$ cat src/rtl/core/cbe_pkg.sv
// Shared types and constants of the cubic Bezier evaluator.
// No dependencies; imported by the core, cbe_mul, cbe_div, cbe_sqrt and the testbench.
`default_nettype none
package cbe_pkg;

    localparam int PT_W    = 32;          // Q16.16 coordinate
    localparam int T_BITS  = 16;          // fraction bits of curve_t
    localparam logic [16:0] T_ONE = 17'd65536;
    localparam int SQ_W    = 65;          // dx^2 + dy^2
    localparam int ROOT_W  = 33;          // floor(sqrt) of SQ_W bits
    localparam int DIV_W   = 33;          // divider numerator / divisor
    localparam int NUM_CFG = 8;

    localparam logic [1:0] CMD_EVAL_T    = 2'd0;
    localparam logic [1:0] CMD_LENGTH    = 2'd1;
    localparam logic [1:0] CMD_EVAL_DIST = 2'd2;

    localparam int CFG_START_X = 0;
    localparam int CFG_START_Y = 1;
    localparam int CFG_END_X   = 6;
    localparam int CFG_END_Y   = 7;

    typedef struct packed {
        logic [1:0]         command;
        logic [16:0]        curve_t;
        logic signed [31:0] distance;
        logic [6:0]         subdivisions;
    } t_req;

    typedef struct packed {
        logic signed [31:0] point_x;
        logic signed [31:0] point_y;
        logic [31:0]        length;
    } t_rsp;

    typedef enum logic [3:0] {
        S_IDLE,
        S_KNOT,
        S_KDIV,
        S_EVAL,
        S_SQX,
        S_SQY,
        S_SQSUM,
        S_SQRT,
        S_SEG,
        S_RDIV,
        S_IPX,
        S_IPY,
        S_IPEND,
        S_FINISH
    } t_state;

endpackage
`default_nettype wire

$ cat src/rtl/core/cbe_mul.sv
// Shared 32x32 unsigned multiplier with registered product.
// Depends on cbe_pkg for the operand width.
`default_nettype none
module cbe_mul
    import cbe_pkg::*;
(
    input  wire logic                i_clk,
    input  wire logic [PT_W-1:0]     i_a,
    input  wire logic [PT_W-1:0]     i_b,
    output logic      [2*PT_W-1:0]   o_p
);
    logic [2*PT_W-1:0] r_p;

    always_ff @(posedge i_clk) begin
        r_p <= i_a * i_b;
    end

    assign o_p = r_p;
endmodule
`default_nettype wire

$ cat config.mk
export PLATFORM = sky130hd
export DESIGN_NAME = cbe_mul
export DESIGN_NICKNAME = d
export VERILOG_FILES = /design/src/rtl/core/cbe_pkg.sv /design/src/rtl/core/cbe_mul.sv
export SDC_FILE = /design/constraint.sdc
export NUM_CORES = 2
export LEC_CHECK = 0
export ABC_CLOCK_PERIOD_IN_PS = 22000
export CAP_MARGIN = 20
export CORE_UTILIZATION = 50
export CTS_CLUSTER_DIAMETER = 200
export DETAILED_ROUTE_END_ITERATION = 12
export DONT_BUFFER_PORTS = 1
export PLACE_DENSITY = 0.66
export SYNTH_ARGS = -nofsm -noshare
export SYNTH_HDL_FRONTEND = slang
export SYNTH_SLANG_ARGS = --single-unit
$ cat constraint.sdc
create_clock -name i_clk -period 22 [get_ports i_clk]
set_input_delay 2.2 -clock i_clk [delete_from_list [all_inputs] [get_ports i_clk]]
set_output_delay 2.2 -clock i_clk [all_outputs]
set_load 0.02 [all_outputs]
==> flow_metrics.tcl <==
set metrics [dict create \
    yosys_warnings 0 \
    largest_register_ffs 64 \
    fp.dieArea_mm2 0.0704 \
    cts_resized 0 \
    antenna_found_initial 3 \
    wirelength_um 91800 \
    die_width_um 265 \
    cap_violations 0 \
    io_pins 129 \
    vias_per_cell 5.38 \
    grt_pass1_vias 26500 \
    io_buffers 0 \
    ys_dominant_reg_cell "dfxtp_1" \
    drt_iter0_markers 1469 \
    cp_max_fo 32 \
    final_antenna_net_count 0 \
    finalHoldViolations 0 \
    outcome "finished, final reports clean" \
    slew_headroom_pct 44.6 \
    worst_setup_path_start_kind "primary input" \
    grt_pass1_wl_um 148000 \
    initial_core_util_pct 50.6 \
    layout-drive-gt1-share_pct 0.931 \
    critPathArrivalTime_ns 9.50 \
    worstSetupPathType "primary input to register" \
    drv_slew 0 \
    min_period_ns 9.22 \
    synth_area_mm2 0.0347 \
    gp_congestion 0.905 \
    yosysSeqAreaShare_pct 3.69 \
    worst_pin_slew_ns 0.825 \
    clkSlewWorstSetupHoldPaths_ns 0.06 \
    grt_max_degree 33 \
    synthArstFlopShare_pct 0 \
    syn_inst 3748 \
    grt_usage_pct 27.5 \
    fmax_ghz 0.108 \
    rsz0062_at_grt "false" \
    nNetsFinal 4763 \
    synth.avg_cell_area_um2 9.25 \
    clock_path_buffers 2 \
    drcViolationCount 0 \
    syn_nets 4972 \
    overflow 0 \
    routedWlPerCell_um 20.5 \
    cts_setup_buffers 0 \
    dieHeight_um 265 \
    cts_buffers 9 \
    setup_tns_ns 0 \
    synth_cell_types 57 \
    synth_seq_cells 64 \
    postCtsHoldBufs 0 \
    finalCritPeriodShare_pct 41.9 \
    synth_edf_count 0 \
    vias 24100 \
    core_mm2 0.0686 \
    dp_hpwl_um 72600 \
    setup_viol 0 \
    antenna_cells 0 \
    firstDrtPassIters 6 \
    cp-end-kind "register" \
    required_ns 22.27 \
    clock-root-buffer "clkbuf_16" \
    cts_sinks 64 \
    rows 96 \
    holdCritPathClass "primary input to register" \
    layout-area-overhead-vs-synth_pct 1.83 \
    htreeDepth 3 \
    cts_tree "built" \
]
==> critical path: stages <==
cell and delay (ns):
and2_1 0.16, fa_1 0.54, inv_1 0.06, fa_1 0.54
inv_1 0.06, fa_1 0.50, inv_1 0.05, fa_1 0.53
inv_1 0.05, fa_1 0.55, fa_1 0.46, fa_1 0.51
fa_1 0.41, ha_1 0.46, nand4_1 0.16, or4_1 0.56
or3_1 0.36, a31oi_1 0.56, a31o_2 0.30, a211oi_1 0.11
o21ai_1 0.17, xor2_1 0.15
==> layout by cell type (no fill, tap or decap), types with 4 or more instances in the layout <==
master     synthesis  final
xor2_1            25     25
a221o_1            4      4
ha_1             263    263
nor3_1             7      7
a21o_1            40     40
dfxtp_1           64     64
o21bai_1          10     10
and2_1           602    602
o21ai_0           21     21
nand2_1          480    480
nor2_1            20     20
and3_1            14     14
clkbuf_16          0      9
o21ai_1            5      5
fa_1             896    896
nand3_1           10     10
a31oi_1           12     12
inv_1            865    865
a21oi_1           63     63
o21a_1             9      9
xnor2_1           35     35
nand4_1           23     23
==> cells by family after synthesis <==
kind of cell	Yosys count	synth area share [%]
and+or+nand+nor	1177	17.6
adders and majority gates	1159	61.2
buffers and inverters	1085	11.8
AOI/OAI and AO/OA	202	4.15
DFF	64	3.69
xor gates and xnor gates	60	1.52
muxes	1	0.0289
==> final timing paths <==
path	from	endpoint	slack (ns)	depth (start not counted)
worst max-delay path	i_a[10]	o_p[62]$_DFF_P_	12.78	22
worst min-delay path	i_b[0]	o_p[0]$_DFF_P_	1.98	1
==> per-layer routing <==
layer	vias up	GRT usage (%)	part of all wire [%]
met5	-	0	0
met4	0	12.0	5.1
met3	196	3.18	5.0
met2	784	49.5	52
met1	12700	32.9	37
li1	10400	-	-
==> synthesized netlist by cell type, drive strengths merged (11+ instances only) <==
master	number	share of area, %
a31oi	12	0.22
xnor2	35	0.88
dfxtp	64	3.7
ha	263	9.5
o21bai	11	0.25
fa	896	52
clkbuf	213	2.3
inv	865	9.4
o21ai	26	0.38
and3	14	0.25
nand2	480	5.2
and2	602	11
nor2	20	0.22
nand4	23	0.41
a21o	40	0.87
a21oi	66	0.99
xor2	25	0.63
==> layout make-up <==
| cell class | instances | area [um2] |
|---|---|---|
| fillers | 6386 | 33300 |
| multi-input cells | 2599 | 29300 |
| inverters | 865 | 3250 |
| flip-flops and latches | 64 | 1280 |
| well taps | 931 | 1160 |
| clock buffers | 9 | 225 |
| clock inverters | 7 | 78.8 |
==> stage by stage <==
step                      cells  instance area [um2]  setup WS [ns]  util (%)  hold slack, ns
final                      4475                35300          12.78      51.5            1.98
after global routing       4475                35300          12.58      51.5            1.97
after CTS                  4475                35300          12.86      51.5            1.97
after detailed placement   4459                35000          12.51      51.0            2.33
after global placement     4459                35000          12.61      51.0            2.33
after floorplan            3748                34700          13.05         -            2.33
Power is left out: the tool's default activity adds up to more than one toggle a clock period on the data nets, which glitch-free logic cannot reach.
