$ cat config.mk
export PLATFORM = sky130hd
export DESIGN_NAME = cbe_div
export DESIGN_NICKNAME = d
export VERILOG_FILES = /design/src/rtl/core/cbe_pkg.sv /design/src/rtl/core/cbe_div.sv
export SDC_FILE = /design/constraint.sdc
export NUM_CORES = 1
export LEC_CHECK = 0
export ABC_AREA = 1
export ABC_CLOCK_PERIOD_IN_PS = 3800
export BUFFER_PORTS_ARGS = -buffer_cell sky130_fd_sc_hd__buf_2
export CORE_MARGIN = 2
export CORE_UTILIZATION = 36
export DETAILED_ROUTE_END_ITERATION = 8
export GPL_TIMING_DRIVEN = 0
export SYNTH_ARGS = -nofsm -noshare
export SYNTH_HDL_FRONTEND = slang
export SYNTH_SLANG_ARGS = --single-unit
$ cat constraint.sdc
create_clock -name i_clk -period 3.8 [get_ports i_clk]
set_clock_uncertainty 0.2 [all_clocks]
set_input_delay 0.76 -clock i_clk [delete_from_list [all_inputs] [get_ports i_clk]]
set_output_delay 0.76 -clock i_clk [all_outputs]
set_load 0.1 [all_outputs]
$ cat src/rtl/core/cbe_pkg.sv
// Shared types and constants of the cubic Bezier evaluator.
// No dependencies; imported by the core, cbe_mul, cbe_div, cbe_sqrt and the testbench.
`default_nettype none
package cbe_pkg;

    localparam int PT_W    = 32;          // Q16.16 coordinate
    localparam int T_BITS  = 16;          // fraction bits of curve_t
    localparam logic [16:0] T_ONE = 17'd65536;
    localparam int SQ_W    = 65;          // dx^2 + dy^2
    localparam int ROOT_W  = 33;          // floor(sqrt) of SQ_W bits
    localparam int DIV_W   = 33;          // divider numerator / divisor
    localparam int NUM_CFG = 8;

    localparam logic [1:0] CMD_EVAL_T    = 2'd0;
    localparam logic [1:0] CMD_LENGTH    = 2'd1;
    localparam logic [1:0] CMD_EVAL_DIST = 2'd2;

    localparam int CFG_START_X = 0;
    localparam int CFG_START_Y = 1;
    localparam int CFG_END_X   = 6;
    localparam int CFG_END_Y   = 7;

    typedef struct packed {
        logic [1:0]         command;
        logic [16:0]        curve_t;
        logic signed [31:0] distance;
        logic [6:0]         subdivisions;
    } t_req;

    typedef struct packed {
        logic signed [31:0] point_x;
        logic signed [31:0] point_y;
        logic [31:0]        length;
    } t_rsp;

    typedef enum logic [3:0] {
        S_IDLE,
        S_KNOT,
        S_KDIV,
        S_EVAL,
        S_SQX,
        S_SQY,
        S_SQSUM,
        S_SQRT,
        S_SEG,
        S_RDIV,
        S_IPX,
        S_IPY,
        S_IPEND,
        S_FINISH
    } t_state;

endpackage
`default_nettype wire

$ cat src/rtl/core/cbe_div.sv
// Iterative restoring divider, one quotient bit per cycle.
// Requires numerator <= divisor; depends on cbe_pkg.
`default_nettype none
module cbe_div
    import cbe_pkg::*;
#(
    parameter int QW = 17,
    parameter int CW = 5
) (
    input  wire logic              i_clk,
    input  wire logic              i_rst_n,
    input  wire logic              i_start,
    input  wire logic [DIV_W-1:0]  i_num,
    input  wire logic [DIV_W-1:0]  i_den,
    input  wire logic [CW-1:0]     i_steps,
    output logic                   o_done,
    output logic      [QW-1:0]     o_quot
);
    logic             r_busy, r_done, r_first;
    logic [CW-1:0]    r_cnt;
    logic [DIV_W:0]   r_rem;
    logic [DIV_W-1:0] r_den;
    logic [QW-1:0]    r_q;
    logic [DIV_W:0]   trial, n_rem;
    logic             ge;

    always_comb begin
        trial = r_first ? r_rem : {r_rem[DIV_W-1:0], 1'b0};
        ge    = trial >= {1'b0, r_den};
        n_rem = ge ? trial - {1'b0, r_den} : trial;
    end

    always_ff @(posedge i_clk) begin
        if (!i_rst_n) begin
            r_busy <= 1'b0;
            r_done <= 1'b0;
        end else begin
            r_done <= 1'b0;
            if (i_start) begin
                r_busy <= 1'b1;
            end else if (r_busy && r_cnt == '0) begin
                r_busy <= 1'b0;
                r_done <= 1'b1;
            end
        end
    end

    always_ff @(posedge i_clk) begin
        if (i_start) begin
            r_first <= 1'b1;
            r_rem   <= {1'b0, i_num};
            r_den   <= i_den;
            r_q     <= '0;
            r_cnt   <= i_steps - 1'b1;
        end else if (r_busy) begin
            r_first <= 1'b0;
            r_rem   <= n_rem;
            r_q     <= {r_q[QW-2:0], ge};
            r_cnt   <= r_cnt - 1'b1;
        end
    end

    assign o_done = r_done;
    assign o_quot = r_q;
endmodule
`default_nettype wire

==> summary.md <==
| Metric | Value |
|---|---|
| Hold WC Path Type | flip-flop to flip-flop |
| Routed vias/inst | around 4.6 |
| Cell count after synthesis | between 1000 and 1500 |
| Final WL | slightly below 20000 um |
| Setup slack after layout | 210 ps |
| Port buffer count | a little over 90 |
| Max incr delay on CP | roughly 420 ps |
| Post_cts resized | 0 |
| Starting Density | 0.366 |
| Diodes inserted | 0 |
| Flops & latches, synth | a little over 90 |
| Layout area overhead | 15.9% |
| Switching power | ~0.002 W |
| Leading area contributor after synthesis | edfxtp_1 |
| Max Cap Viol | 0 |
| Dominant synthesized flop cell | edfxtp_1 |
| Final Util | 0.424 |
| Slew Limit Fails | 0 |
| Layout cells sized above 1 | 0.141 |
| Row cnt | 51 |
| Seq/Total Area, Yosys | 0.358 |
| Max rail drop VDD | between 0.2 and 0.25 mV |
| ANT nets after route | 0 |
| Tightest Pin Transition | slightly below 900 ps |
| CP endpoint kind | flip-flop |
| IO Pins | a little over 90 |
| # fillers | roughly 2000 |
| CTS clk-pin slew, worst paths | 70 ps |
| Clk_lat worst skew | between 300 and 400 ps |
| Reg2Reg Depth | 16 |
| Final net count | between 1000 and 1500 |
| Clock Path Buffers | 2 |
| Number of synthesized flops with an enable pin | between 70 and 80 |
| Leakage | between 4 and 5 nW |
| Startpoint types | flip-flop |
| H-Tree Level Count | 3 |
| Netlist Area Pre-Place | roughly 7100 um^2 |
| Top cell type's share of synthesized area | 0.299 |
| Setup_tns | 0 ps |
| Reg2Reg Setup Slack | 210 ps |
| Largest net degree at the start of global routing | 37 |
| CP max FO | 10 |
| Chip height | around 140 um |
| WL/cell | ~14 um |
| DRC | 0 |
| Critical path depth | 16 |
| Buf/Inv on CP | 5 |
| Overall Power | approximately 0.0045 W |
| Hold depth | 1 |
| Hold slack | roughly 270 ps |
| Reg-to-Reg End | r_rem[13]$_DFFE_PP_ |
| Worst path cell trace | inv_2 -> clkbuf_1 -> or2_2 -> o21ai_0 -> inv_1 -> ha_1 -> nand2_1 -> nor2_1 -> inv_2 -> nor3_4 -> nand4_4 -> nand3_4 -> buf_6 -> nand2_1 -> nand3_1 -> nand2_1 |
| Synth area leaders | edfxtp_1, nand2_1, inv_1 |
| Total CTS buffers | 9 |
| Status | finished clean |
| FMAX | ~280 MHz |
| Die W | 145 um |
| Cell family with most CP delay | simple AND/OR/NAND/NOR gates |
| WP data arrival | 3510 ps |
| CTS Sinks | 92 |
| Comb pwr share | 0.506 |
| Most frequent cells in the layout | nand2_1, inv_1, buf_2 |
| Grt ovf | 0 |
| Clock power share | 0.204 |
| Max-Slew Margin vs Limit | 0.411 |
| Tmin final | around 3600 ps |
| Via count | between 6000 and 7000 |
| Crit-path most repeated cell | nand2_1 |
| Crit-path slowest cell | dfxtp_2 |
| Register share of total power | 0.290 |
| Syn_nets | approximately 1200 |
| Count of different cell masters after synthesis | 34 |
| Total GRT Usage | 0.193 |
| Dpl hpwl | around 16000 um |
| Syn. warnings | 0 |
| Vias in the first global route | between 6000 and 7000 |
| Switching share of total power | 0.442 |
| Crit Reg-Reg Startpoint | r_first$_SDFFE_PP1P_ |
| Setup CP Type | flip-flop to flip-flop |
| Final setup viols | 0 |
| Pre-CTS setup slack | around 7.1 ps |
| Mean Syn Cell Area | roughly 6.7 um^2 |
| Power Internal | 0.00253 W |
| Hold Fails Final Rpt | 0 |
| GP Congestion | a little under 0.9 |
| Fin crit share | 0.945 |
| Die area | 20900 um^2 |
| CTS tree | built |
| Power density over the cells | 550 nW/um^2 |
| Post-synth ARST share | 0 |
| Post-CTS Setup Repair Bufs | 0 |
| Core area | 19500 um^2 |
| Worst hold start | r_busy$_SDFFE_PN0P_ |
| Initial antenna violation count | 0 |
| Commonest non-fill, non-tap cell in the layout | nand2_1 |
| CTS Root Cell | clkbuf_16 |
| Hold-fix buffers, CTS | 0 |
| Worst hold endpoint | r_first$_SDFFE_PP1P_ |
| Drt pass-1 iters | 5 |
| First-pass GRT wire length | about 31000 um |
| WP data required | about 3700 ps |
| Initial DRC count | between 400 and 500 |
-- cell usage after synthesis (2+ instances only) --
cell	instances
ha_1	34
and2_1	6
xnor2_1	15
mux2i_1	3
nand2_2	2
xor2_1	3
dfxtp_1	21
inv_1	215
or2_2	32
buf_6	3
clkbuf_1	19
nand4_1	37
edfxtp_1	71
nand2_1	378
buf_2	5
nand3_1	56
a21oi_1	22
inv_2	3
o21ai_0	40
nor2_1	52
nor3_1	7
o22ai_1	15
nand3b_1	10
nor3_2	2
-- cell type report --
cell class                      instances  area [um^2]  share of cell area
Timing Repair Buffer                   92          475              0.0576
Buffer                                 28          139              0.0168
Inverter                              219          822              0.0996
Multi-Input combinational cell        722         3630               0.440
Sequential cell                        92         2550               0.310
Clock buffer                            9          225              0.0273
Tap cell                              265          332              0.0402
Clock inverter                          7         73.8             0.00895
-- metal layers --
| metal | vias up | part of all wire | GRT usage |
|---|---|---|---|
| li1 | 3537 | - | - |
| met1 | 2897 | 0.51 | 0.275 |
| met2 | 154 | 0.43 | 0.302 |
| met3 | 19 | 0.049 | 0.0295 |
| met4 | 0 | 0.017 | 0.0583 |
| met5 | - | 0 | 0 |
-- how the worst max path moves through the flow --
stage / start / endpoint / slack [ps]
finish: r_first$_SDFFE_PP1P_ / r_rem[13]$_DFFE_PP_ / 210
global placement: i_start / r_rem[7]$_DFFE_PP_ / -540
global route: r_first$_SDFFE_PP1P_ / r_rem[14]$_DFFE_PP_ / -3
floorplan: r_first$_SDFFE_PP1P_ / r_rem[10]$_DFFE_PP_ / 770
detailed placement: r_first$_SDFFE_PP1P_ / r_rem[31]$_DFFE_PP_ / 7
CTS: r_first$_SDFFE_PP1P_ / r_rem[14]$_DFFE_PP_ / 3
-- state kept, by name, indices dropped and copies added, names as in the netlist --
signal,count
o_done,1
o_quot,17
r_first,1
r_rem,34
r_busy,1
r_cnt,5
r_den,33
-- worst reg2reg max path: cells and delay by family, from the launching register on --
| kind | cells | cell delay [ps] |
|---|---|---|
| AO/OA/AOI/OAI | 1 | 140 |
| flip-flops | 1 | 420 |
| buffers and inverters | 5 | 670 |
| adder cells (fa/ha/maj) | 1 | 400 |
| AND/OR/NAND/NOR | 9 | 1520 |
-- per-stage QoR --
stage | instance area [um^2] | instances
after floorplan | 7120 | 1061
after global placement | 7910 | 1417
after detailed placement | 7930 | 1418
after CTS | 8230 | 1434
after global routing | 8250 | 1434
final | 8250 | 1434
-- cell families (layout without fill, tap and decap cells) --
family / Yosys count / in the layout / synth area share
compound gates: 80 / 80 / 0.0597
buf+inv: 247 / 355 / 0.134
mux: 3 / 3 / 0.00422
simple gates: 586 / 586 / 0.359
xor+xnor: 18 / 18 / 0.0221
fa+ha+maj: 35 / 35 / 0.0626
flops: 92 / 92 / 0.358
-- power by group through the flow --
| stage | logic [W] | clock network [W] | registers (W) |
|---|---|---|---|
| after floorplan | 0.00166 | 0 | 0.00134 |
| after global placement | 0.00224 | 0 | 0.00134 |
| after detailed placement | 0.00225 | 0 | 0.00134 |
| after CTS | 0.00227 | 0.000944 | 0.00132 |
| after global routing | 0.00259 | 0.000984 | 0.00133 |
| final | 0.00229 | 0.000925 | 0.00132 |
(Power assumes the default switching activity.)
