===== config.mk =====
export PLATFORM = sky130hd
export DESIGN_NAME = cbe_sqrt
export DESIGN_NICKNAME = d
export VERILOG_FILES = /design/src/rtl/core/cbe_pkg.sv /design/src/rtl/core/cbe_sqrt.sv
export SDC_FILE = /design/constraint.sdc
export NUM_CORES = 1
export LEC_CHECK = 0
export CORE_MARGIN = 2
export CORE_UTILIZATION = 28
export DETAILED_ROUTE_END_ITERATION = 7
export DONT_BUFFER_PORTS = 1
export PLACE_DENSITY = 0.49
export SLEW_MARGIN = 20
export SYNTH_ARGS = -nofsm -noshare
export SYNTH_HDL_FRONTEND = slang
export SYNTH_SLANG_ARGS = --single-unit

===== constraint.sdc =====
create_clock -name i_clk -period 3.3 [get_ports i_clk]
set_clock_uncertainty 0.2 [all_clocks]
set_input_delay 0.99 -clock i_clk [delete_from_list [all_inputs] [get_ports i_clk]]
set_output_delay 0.99 -clock i_clk [all_outputs]
set_load 0.02 [all_outputs]

===== src/rtl/core/cbe_pkg.sv =====
// Shared types and constants of the cubic Bezier evaluator.
// No dependencies; imported by the core, cbe_mul, cbe_div, cbe_sqrt and the testbench.
`default_nettype none
package cbe_pkg;

    localparam int PT_W    = 32;          // Q16.16 coordinate
    localparam int T_BITS  = 16;          // fraction bits of curve_t
    localparam logic [16:0] T_ONE = 17'd65536;
    localparam int SQ_W    = 65;          // dx^2 + dy^2
    localparam int ROOT_W  = 33;          // floor(sqrt) of SQ_W bits
    localparam int DIV_W   = 33;          // divider numerator / divisor
    localparam int NUM_CFG = 8;

    localparam logic [1:0] CMD_EVAL_T    = 2'd0;
    localparam logic [1:0] CMD_LENGTH    = 2'd1;
    localparam logic [1:0] CMD_EVAL_DIST = 2'd2;

    localparam int CFG_START_X = 0;
    localparam int CFG_START_Y = 1;
    localparam int CFG_END_X   = 6;
    localparam int CFG_END_Y   = 7;

    typedef struct packed {
        logic [1:0]         command;
        logic [16:0]        curve_t;
        logic signed [31:0] distance;
        logic [6:0]         subdivisions;
    } t_req;

    typedef struct packed {
        logic signed [31:0] point_x;
        logic signed [31:0] point_y;
        logic [31:0]        length;
    } t_rsp;

    typedef enum logic [3:0] {
        S_IDLE,
        S_KNOT,
        S_KDIV,
        S_EVAL,
        S_SQX,
        S_SQY,
        S_SQSUM,
        S_SQRT,
        S_SEG,
        S_RDIV,
        S_IPX,
        S_IPY,
        S_IPEND,
        S_FINISH
    } t_state;

endpackage
`default_nettype wire


===== src/rtl/core/cbe_sqrt.sv =====
// Iterative integer square root, one root bit per cycle (floor result).
// Depends on cbe_pkg for radicand and root widths.
`default_nettype none
module cbe_sqrt
    import cbe_pkg::*;
(
    input  wire logic              i_clk,
    input  wire logic              i_rst_n,
    input  wire logic              i_start,
    input  wire logic [SQ_W-1:0]   i_rad,
    output logic                   o_done,
    output logic      [ROOT_W-1:0] o_root
);
    localparam int RAD_W = 2 * ROOT_W;
    localparam int REM_W = ROOT_W + 2;
    localparam int CNT_W = $clog2(ROOT_W);

    logic              r_busy, r_done;
    logic [CNT_W-1:0]  r_cnt;
    logic [RAD_W-1:0]  r_rad;
    logic [REM_W-1:0]  r_rem;
    logic [ROOT_W-1:0] r_root;
    logic [REM_W+1:0]  rem2, trial, diff;
    logic              ge;

    always_comb begin
        rem2  = {r_rem, r_rad[RAD_W-1 -: 2]};
        trial = {2'b00, r_root, 2'b01};
        ge    = rem2 >= trial;
        diff  = rem2 - trial;
    end

    always_ff @(posedge i_clk) begin
        if (!i_rst_n) begin
            r_busy <= 1'b0;
            r_done <= 1'b0;
        end else begin
            r_done <= 1'b0;
            if (i_start) begin
                r_busy <= 1'b1;
            end else if (r_busy && r_cnt == '0) begin
                r_busy <= 1'b0;
                r_done <= 1'b1;
            end
        end
    end

    always_ff @(posedge i_clk) begin
        if (i_start) begin
            r_rad  <= RAD_W'(i_rad);
            r_rem  <= '0;
            r_root <= '0;
            r_cnt  <= CNT_W'(ROOT_W - 1);
        end else if (r_busy) begin
            r_rad  <= {r_rad[RAD_W-3:0], 2'b00};
            r_rem  <= ge ? diff[REM_W-1:0] : rem2[REM_W-1:0];
            r_root <= {r_root[ROOT_W-2:0], ge};
            r_cnt  <= r_cnt - 1'b1;
        end
    end

    assign o_done = r_done;
    assign o_root = r_root;
endmodule
`default_nettype wire


==> results of run 1 <==
[Yosys cell counts, drive strengths merged (11+ instances only)]
master,n,area [sq um]
a21o,12,90.09
nand2,35,131.4
xor2,16,140.1
mux2,65,732.0
a21oi,37,192.7
a211oi,28,210.2
edfxtp,65,1952
clkbuf,27,102.6
mux2i,59,590.6
xnor2,19,166.4
dfxtp,77,1541
inv,44,165.2
ha,36,450.4
o21ai,32,160.1
buf,13,107.6
nand2b,11,68.82
nor2,81,304.0
[cell families (layout without fill, tap and decap cells)]
family,after synthesis,after routing,share of synthesized area
AO/OA/AOI/OAI,145,145,0.1271
XOR/XNOR,35,35,0.03988
adder cells (fa/ha/maj),36,36,0.05859
buffers and inverters,84,123,0.04883
flip-flops,142,142,0.4544
multiplexers,124,124,0.1720
other,0,2,0
AND/OR/NAND/NOR,169,169,0.09912
[worst max path at each step]
stage	end	slack, ps	cells after the start
after floorplan	r_rad[0]$_SDFFCE_PN0P_	130	3
after global placement	r_rem[22]$_SDFFE_PP0P_	220	11
after global routing	r_rem[32]$_SDFFE_PP0P_	-9	12
after CTS	r_rem[22]$_SDFFE_PP0P_	90	11
after detailed placement	r_rem[26]$_SDFFE_PP0P_	170	11
final	r_rem[22]$_SDFFE_PP0P_	210	11
[area by class of cell]
cell class / instances / area share
multi-input combinational: 509 / 0.4317
sequential: 142 / 0.3899
inverter: 44 / 0.01841
clock buffer: 18 / 0.04784
clock inverter: 14 / 0.02190
antenna: 2 / 0.0005580
timing repair buffer: 47 / 0.04213
tap: 341 / 0.04757
[state kept, by name (all words and copies together), names as in the netlist]
register and count:
r_busy 1, r_rad 66, r_cnt 6, o_done 1
r_rem 35, o_root 33
[power breakdown]
part	internal [mW]	switching, mW
Combinational	1.70	1.93
Sequential	2.09	0.143
Clock	1.22	0.858
[worst max-delay path, cell delays in order, from the launching register on]
cell and delay [ps]:
dfxtp_1 340, inv_1 50, ha_1 340, nor2b_4 150, o311a_1 320, o311a_4 390, a41oi_2 290, o221ai_1 200
a21oi_1 280, xnor2_1 150, mux2i_1 90, a211oi_1 230
[metal layers]
layer	vias up	part of all wire
met5	-	0.0034
met4	8	0.016
met3	29	0.088
met2	110	0.44
met1	2533	0.45
li1	2700	-
[stage by stage]
stage | setup TNS, ps | util | cells | setup slack (ps)
finish | 0 | 0.3328 | 1117 | 205.1
global route | -14.06 | 0.3327 | 1116 | -9.193
CTS | 0 | 0.3312 | 1115 | 91.41
detailed placement | 0 | 0.3080 | 1083 | 167.0
global placement | 0 | 0.3080 | 1083 | 219.7
floorplan | 0 | - | 735 | 130.4
==> tab_implementation.tex, run 1 <==
\begin{tabular}{lr}
\hline
Metric & Value \\
\hline
\multicolumn{2}{l}{\textbf{Status}} \\
Outcome & completed \\
\multicolumn{2}{l}{\textbf{Setup path}} \\
R2r startpoint & o\_root[0]\$\_SDFFE\_PP0P\_ \\
Worst R2R Setup Slack & 210 ps \\
Nature of the critical path endpoint & flip-flop \\
End of the worst register-to-register path & r\_rem[22]\$\_SDFFE\_PP0P\_ \\
Type of the worst setup path & reg2reg \\
Worst Setup Start Kind & flip-flop \\
Register-to-Register Path Depth & 11 \\
Max Fanout on Critical Path & 4 \\
CP startpoint & o\_root[0]\$\_SDFFE\_PP0P\_ \\
CP required & 3450 ps \\
Data arrival, critical path & 3240 ps \\
\multicolumn{2}{l}{\textbf{Logic synthesis}} \\
Number of unique standard cell types used by synthesis & 59 \\
Avg Cell Area, Syn & 10.46 sq um \\
Sequential fraction of the synthesis area & 0.4544 \\
Synthesized area & 0.007687 sq mm \\
Async set-or-reset flop fraction in the synthesized netlist & 0 \\
Post-synthesis cell count & 735 \\
Ys Warns & 0 \\
Number of synthesized flops with an enable pin & 65 \\
Syn\_nets & 839 \\
Dominant register cell in the synthesized netlist & dfxtp\_1 \\
Number of synthesized register bits & 142 \\
\multicolumn{2}{l}{\textbf{Pwr}} \\
Leakage & 3.464 nW \\
Pwr Total & 7.949 mW \\
Maximum ir drop on the vdd rail & 0.5921 mV \\
Cell Pwr Density & 886.2 mW/mm\^{}2 \\
\multicolumn{2}{l}{\textbf{Global routing}} \\
Pin count of the biggest net entering global routing & 134 \\
Wire length of the first global-routing pass & 28.62 mm \\
Initial antenna violation count & 6 \\
Fraction of met1 tracks used by global routing & 0.1559 \\
Met2 Use GR & 0.1943 \\
Vias in the first global route & 5329 \\
Layer carrying the most global-route usage & met2 \\
Overall fraction of global-route tracks in use & 0.1268 \\
Total congestion overflow & 0 \\
GR Util met3 & 0.06040 \\
\multicolumn{2}{l}{\textbf{Floorplanning}} \\
Cell Rows & 60 \\
Area enclosed by the die boundary & 0.02880 sq mm \\
Height of the die & 169.7 um \\
DIE WIDTH & 169.7 um \\
Starting density of the core & 0.2852 \\
Total I/O pin count & 102 \\
Placeable core region & 0.02695 sq mm \\
\multicolumn{2}{l}{\textbf{Clock network}} \\
Number of setup buffers added after CTS & 0 \\
Number of CTS-inserted buffers & 17 \\
Number of resized instances in the post-cts repair step & 0 \\
Hold buffer count at cts & 0 \\
Skew-Pair Late Insertion Delay & 430 ps \\
Buffer cell driving the clock tree root & clkbuf\_16 \\
Sinks on Clock Net & 142 \\
H-tree lvl count & 4 \\
CTS tree & yes \\
Clock transition at the register clock pins on the worst setup and hold paths after CTS & 70 ps \\
Deepest clock path buffer count & 2 \\
\multicolumn{2}{l}{\textbf{Placed design}} \\
Buffers on Ports & 0 \\
RePlAce Congestion & 0.7856 \\
HPWL after DPL & 12.13 mm \\
Placed cell area & 0.008300 sq mm \\
\multicolumn{2}{l}{\textbf{STA}} \\
Endpoints failing setup & 0 \\
Final Hold Slack & 261.2 ps \\
Fin. Hold Viols & 0 \\
Worst Tran Pin Value & 606.8 ps \\
Minimum clock period after layout & 3095 ps \\
Share of the cycle needed by the critical path after routing & 0.9378 \\
Slew Viols, Final & 0 \\
Upper clock frequency limit & 0.3231 GHz \\
Max-slew headroom & 0.5955 \\
\multicolumn{2}{l}{\textbf{Routing}} \\
Detailed-route vias per instance & 4.816 \\
Average wire per standard cell & 15.65 um \\
Initial DRC Count & 235 \\
Residual DRC count & 0 \\
ANT nets after route & 0 \\
Vias after detailed routing & 5380 \\
Detailed-routing iteration count for the pre-antenna-repair pass & 4 \\
Final WL & 17.49 mm \\
\multicolumn{2}{l}{\textbf{Hold path}} \\
Worst Hold Path EP & r\_rem[33]\$\_SDFFE\_PP0P\_ \\
Hold\_sp & r\_rem[33]\$\_SDFFE\_PP0P\_ \\
Hold path cells & 2 \\
Worst Hold Class & reg2reg \\
\multicolumn{2}{l}{\textbf{Final layout}} \\
Fill count & 2795 \\
Multi-input combinational cell area & 0.003872 sq mm \\
Post-route cell area & 0.008970 sq mm \\
\# nets final & 865 \\
Fraction of final layout cells with drive strength greater than 1 & 0.2106 \\
Most common cell after layout, fill and taps aside & nor2\_1 \\
Sequential cell area & 0.003497 sq mm \\
Signed area change from the synthesized netlist to the final layout & 16.68\% \\
Highest-count cells in the layout ignoring fill and taps & nor2\_1 (80), dfxtp\_1 (76), mux2\_2 (65), edfxtp\_1 (65), mux2i\_1 (59) \\
\multicolumn{2}{l}{\textbf{Job}} \\
Total of max-cap violations & 0 \\
\hline
\end{tabular}
(Power assumes the default switching activity.)
==> inputs of run 2 (changes only) <==
Settings changed: CELL_PAD_IN_SITES_DETAIL_PLACEMENT set to 1, CELL_PAD_IN_SITES_GLOBAL_PLACEMENT set to 1, CORE_MARGIN 2 to 8, PLACE_DENSITY 0.49 to 0.56.
Clock period 3.3 ns to 3.7 ns, I/O delays scaled along.
==> tab_implementation.tex, run 2 (synthesis gave the netlist of run 1 again) <==
\begin{tabular}{lr}
\hline
Metric & Value \\
\hline
\multicolumn{2}{l}{\textbf{Setup path}} \\
Cell class contributing the biggest share of worst-path delay & compound AO/OA/AOI/OAI gates \\
Worst Setup Start Kind & flip-flop \\
Nature of the critical path endpoint & flip-flop \\
Highest-delay cell along the critical path & a2bb2oi\_1 \\
CP required & 3850 ps \\
Largest stage delay, worst path & 380 ps \\
List of cells traversed by the critical path & inv\_1 > ha\_1 > o21a\_1 > a2bb2oi\_1 > a22oi\_1 > a21oi\_2 > nand4\_1 > nand3\_1 > a31oi\_4 > buf\_4 > or3\_1 > a311oi\_2 \\
Buffers plus inverters on the worst setup path & 2 \\
Type of the worst setup path & reg2reg \\
Max Fanout on Critical Path & 9 \\
Data arrival, critical path & 3380 ps \\
\multicolumn{2}{l}{\textbf{Floorplanning}} \\
Area enclosed by the die boundary & 0.03301 sq mm \\
Total I/O pin count & 102 \\
Placeable core region & 0.02695 sq mm \\
Cell Rows & 60 \\
Starting density of the core & 0.2852 \\
DIE WIDTH & 181.7 um \\
Height of the die & 181.7 um \\
\multicolumn{2}{l}{\textbf{Clock network}} \\
Deepest clock path buffer count & 2 \\
Number of CTS-inserted buffers & 17 \\
H-tree lvl count & 4 \\
Clock transition at the register clock pins on the worst setup and hold paths after CTS & 70 ps \\
Buffer cell driving the clock tree root & clkbuf\_16 \\
Skew-Pair Late Insertion Delay & 440 ps \\
CTS tree & yes \\
Sinks on Clock Net & 142 \\
\multicolumn{2}{l}{\textbf{STA}} \\
Endpoints failing setup & 0 \\
Max-slew headroom & 0.5821 \\
Share of the cycle needed by the critical path after routing & 0.8739 \\
Minimum clock period after layout & 3233 ps \\
Fin. Hold Viols & 0 \\
Worst Tran Pin Value & 626.0 ps \\
Sum of negative setup slack & 0 ps \\
Slew Viols, Final & 0 \\
Upper clock frequency limit & 0.3093 GHz \\
Unrepaired setup endpoints after global routing & no \\
\multicolumn{2}{l}{\textbf{Global routing}} \\
Total congestion overflow & 0 \\
Vias in the first global route & 5614 \\
Pin count of the biggest net entering global routing & 134 \\
Overall fraction of global-route tracks in use & 0.1172 \\
Initial antenna violation count & 10 \\
Wire length of the first global-routing pass & 30.96 mm \\
\multicolumn{2}{l}{\textbf{Placed design}} \\
HPWL after DPL & 13.75 mm \\
RePlAce Congestion & 0.7631 \\
Placed cells & 1078 \\
Buffers on Ports & 0 \\
\multicolumn{2}{l}{\textbf{Final layout}} \\
Number of flip-flops in the largest register & 66 \\
Post-route non-filler standard cell count & 1115 \\
Fraction of final layout cells with drive strength greater than 1 & 0.1982 \\
Signed area change from the synthesized netlist to the final layout & 15.45\% \\
Most flop-heavy register & r\_rad \\
\# nets final & 863 \\
Layout Utilization & 0.3293 \\
Highest-count cells in the layout ignoring fill and taps & nor2\_1 (81), dfxtp\_1 (76), mux2\_2 (65), edfxtp\_1 (65), mux2i\_1 (59) \\
Most common cell after layout, fill and taps aside & nor2\_1 \\
\multicolumn{2}{l}{\textbf{Routing}} \\
Vias after detailed routing & 5439 \\
WL met2 & 8.561 mm \\
Initial DRC Count & 161 \\
M1 WL & 8.688 mm \\
Average wire per standard cell & 17.29 um \\
Detailed-routing iteration count for the pre-antenna-repair pass & 4 \\
ANT nets after route & 0 \\
Residual DRC count & 0 \\
Met3 WL & 1.706 mm \\
Top metal layer carrying routed signals & met5 \\
Final WL & 19.28 mm \\
Detailed-route vias per instance & 4.878 \\
\multicolumn{2}{l}{\textbf{Status}} \\
Outcome & completed \\
\multicolumn{2}{l}{\textbf{Pwr}} \\
Cell Pwr Density & 791.3 mW/mm\^{}2 \\
Maximum ir drop on the vdd rail & 0.3380 mV \\
Leakage & 3.426 nW \\
\multicolumn{2}{l}{\textbf{Hold path}} \\
Worst Hold Class & reg2reg \\
\multicolumn{2}{l}{\textbf{Job}} \\
Total of max-cap violations & 0 \\
\hline
\end{tabular}
-- run 2: changes by cell type in the layout (fill, tap and decap cells not counted), sizes merged --
cell	change
bufinv	-2
clkinvlp	+1
clkbuf	-1
inv	+2
buf	-2
-- run 2: cell type report --
| class | instances | area, sq um |
|---|---|---|
| clock buffer | 17 | 425.4 |
| inverter | 44 | 165.2 |
| sequential | 142 | 3497 |
| clock inverter | 15 | 171.4 |
| timing repair buffer | 45 | 350.3 |
| multi-input combinational | 509 | 3834 |
| fill | 3030 | 18080 |
| tap | 341 | 426.7 |
| antenna | 2 | 5.005 |
-- run 2: power by group --
part           total, mW  switching, mW  internal, mW
Clock               1.77          0.803         0.968
Sequential          2.01          0.145          1.86
Combinational       3.24           1.75          1.50
Total               7.02           2.69          4.33
-- run 2: timing repair --
item | CTS | global route
buffers inserted | 0 | 3
resized for setup | 0 | 0
setup endpoints to repair | 0 | 9
hold buffers | 0 | 0
-- run 2: through the flow --
stage	setup WS [ps]	total power, mW	hold slack (ps)	cell area (sq um)
4_1_cts	111.7	7.057	270.8	8847
6_report	466.6	7.022	267.8	8875
5_1_grt	231.7	7.498	304.4	8872
3_3_place_gp	268.8	5.221	249.4	8250
3_5_place_dp	110.8	5.236	255.7	8250
2_1_floorplan	410.4	4.680	226.3	7687
-- run 2: path summary, 6_finish.rpt --
| kind | from | end | slack [ps] | cells past startpoint |
|---|---|---|---|---|
| worst max-delay path | o_root[1]$_SDFFE_PP0P_ | r_rem[32]$_SDFFE_PP0P_ | 470 | 12 |
| worst min-delay path | r_rem[33]$_SDFFE_PP0P_ | r_rem[33]$_SDFFE_PP0P_ | 270 | 2 |
| worst max register to register | o_root[1]$_SDFFE_PP0P_ | r_rem[32]$_SDFFE_PP0P_ | 470 | 12 |
| worst min register to register | r_rem[33]$_SDFFE_PP0P_ | r_rem[33]$_SDFFE_PP0P_ | 270 | 2 |
-- run 2: per-layer routing --
layer	track usage	up-vias
met4	0.03247	18
met1	0.1411	2599
li1	-	2691
met3	0.05948	32
met5	0	-
met2	0.1814	99
-- run 2: worst min-delay path, cell delays in order (launching register included) --
cell and delay (ps):
dfxtp_1 330, nand2_1 50, o21ai_0 60
==> inputs of run 3 (changes only) <==
Settings changed: CORE_MARGIN 8 to 1.5.
==> tab_implementation.tex, run 3 (synthesis gave the netlist of run 1 again) <==
\begin{tabular}{lr}
\hline
Metric & Value \\
\hline
\multicolumn{2}{l}{\textbf{Clock network}} \\
Sinks on Clock Net & 142 \\
Number of resized instances in the post-cts repair step & 0 \\
CTS tree & yes \\
Deepest clock path buffer count & 2 \\
Number of setup buffers added after CTS & 0 \\
Clock transition at the register clock pins on the worst setup and hold paths after CTS & 70 ps \\
H-tree lvl count & 4 \\
Hold buffer count at cts & 0 \\
Number of CTS-inserted buffers & 17 \\
Buffer cell driving the clock tree root & clkbuf\_16 \\
Skew-Pair Late Insertion Delay & 430 ps \\
\multicolumn{2}{l}{\textbf{Job}} \\
Total of max-cap violations & 0 \\
\multicolumn{2}{l}{\textbf{STA}} \\
Max-slew headroom & 0.5487 \\
Unrepaired setup endpoints after global routing & no \\
Slew Viols, Final & 0 \\
Worst Tran Pin Value & 675.9 ps \\
Sum of negative setup slack & 0 ps \\
Endpoints failing setup & 0 \\
Minimum clock period after layout & 3405 ps \\
Share of the cycle needed by the critical path after routing & 0.9202 \\
Upper clock frequency limit & 0.2937 GHz \\
Fin. Hold Viols & 0 \\
\multicolumn{2}{l}{\textbf{Placed design}} \\
Placed cell area & 0.008165 sq mm \\
HPWL after DPL & 12.97 mm \\
Buffers on Ports & 0 \\
Placed cells & 1065 \\
RePlAce Congestion & 0.7704 \\
\multicolumn{2}{l}{\textbf{Floorplanning}} \\
Height of the die & 168.7 um \\
Cell Rows & 60 \\
Area enclosed by the die boundary & 0.02846 sq mm \\
Placeable core region & 0.02695 sq mm \\
Total I/O pin count & 102 \\
DIE WIDTH & 168.7 um \\
Starting density of the core & 0.2852 \\
\multicolumn{2}{l}{\textbf{Global routing}} \\
Initial antenna violation count & 5 \\
Wire length of the first global-routing pass & 30.48 mm \\
Overall fraction of global-route tracks in use & 0.1361 \\
Pin count of the biggest net entering global routing & 134 \\
Vias in the first global route & 5596 \\
Total congestion overflow & 0 \\
\multicolumn{2}{l}{\textbf{Routing}} \\
Vias after detailed routing & 5379 \\
Final WL & 18.57 mm \\
Detailed-routing iteration count for the pre-antenna-repair pass & 4 \\
Residual DRC count & 0 \\
Detailed-route vias per instance & 4.886 \\
ANT nets after route & 0 \\
Average wire per standard cell & 16.87 um \\
Initial DRC Count & 202 \\
\multicolumn{2}{l}{\textbf{Final layout}} \\
Highest-count cells in the layout ignoring fill and taps & nor2\_1 (81), dfxtp\_1 (76), mux2\_2 (65), edfxtp\_1 (65), mux2i\_1 (59) \\
Post-route cell area & 0.008750 sq mm \\
Signed area change from the synthesized netlist to the final layout & 13.82\% \\
Most flop-heavy register & r\_rad \\
Number of flip-flops in the largest register & 66 \\
Most common cell after layout, fill and taps aside & nor2\_1 \\
\# nets final & 847 \\
Fill count & 3020 \\
Post-route non-filler standard cell count & 1101 \\
Fraction of final layout cells with drive strength greater than 1 & 0.1815 \\
\multicolumn{2}{l}{\textbf{Pwr}} \\
Pwr Total & 6.940 mW \\
Leakage & 3.332 nW \\
Maximum ir drop on the vdd rail & 0.3653 mV \\
Cell Pwr Density & 793.1 mW/mm\^{}2 \\
\multicolumn{2}{l}{\textbf{Setup path}} \\
Max Fanout on Critical Path & 5 \\
CP required & 3840 ps \\
Type of the worst setup path & reg2reg \\
Data arrival, critical path & 3550 ps \\
Nature of the critical path endpoint & flip-flop \\
Worst Setup Start Kind & flip-flop \\
\multicolumn{2}{l}{\textbf{Hold path}} \\
Worst Hold Class & reg2reg \\
\multicolumn{2}{l}{\textbf{Status}} \\
Outcome & completed \\
\hline
\end{tabular}
## run 3: worst max-delay path, cell delays in order, from the launching register on
cell and delay (ps):
dfxtp_1 480, inv_1 110, ha_1 370, a21oi_1 250, inv_1 80, o311a_4 400
a41oi_1 420, o221ai_1 230, a21boi_0 280, xnor2_1 160, mux2i_1 90, a211oi_1 250
## run 3: final cells by class
cell class	instances	area [sq um]	share of cell area
Antenna cell	5	12.51	0.001430
Clock buffer	17	425.4	0.04862
Clock inverter	14	146.4	0.01673
Inverter	44	165.2	0.01888
Multi-Input combinational cell	509	3834	0.4382
Sequential cell	142	3497	0.3997
Tap cell	341	426.7	0.04876
Timing Repair Buffer	29	242.7	0.02774
## run 3: routing by layer
layer  up-vias  track usage  part of all wire
li1       2675            -                 -
met1      2580       0.1697              0.46
met2        96       0.2179              0.45
met3        22      0.05378             0.068
met4         6      0.03727             0.011
met5         -            0            0.0023
## run 3: power breakdown
part,internal (mW),leakage [nW],switching [mW]
combinational,1.47,1.77,1.76
clock,0.947,0.276,0.763
sequential,1.86,1.28,0.142
total,4.28,3.33,2.66
## run 3: through the flow
| stage | util | setup WS (ps) | hold slack [ps] |
|---|---|---|---|
| 6_report | 0.3247 | 295.4 | 273.8 |
| 5_1_grt | 0.3242 | 97.12 | 287.7 |
| 4_1_cts | 0.3242 | 279.9 | 278.3 |
| 3_5_place_dp | 0.3030 | 336.5 | 262.3 |
| 3_3_place_gp | 0.3030 | 368.3 | 253.9 |
| 2_1_floorplan | - | 410.4 | 226.3 |
## run 3: path summary, 6_finish.rpt
path / from / endpoint / slack [ps] / cells after the start
max reg2reg: o_root[5]$_SDFFE_PP0P_ / r_rem[26]$_SDFFE_PP0P_ / 300 / 11
min: r_cnt[0]$_SDFFE_PP0P_ / r_cnt[0]$_SDFFE_PP0P_ / 270 / 2
max: o_root[5]$_SDFFE_PP0P_ / r_rem[26]$_SDFFE_PP0P_ / 300 / 11
min reg2reg: r_cnt[0]$_SDFFE_PP0P_ / r_cnt[0]$_SDFFE_PP0P_ / 270 / 2
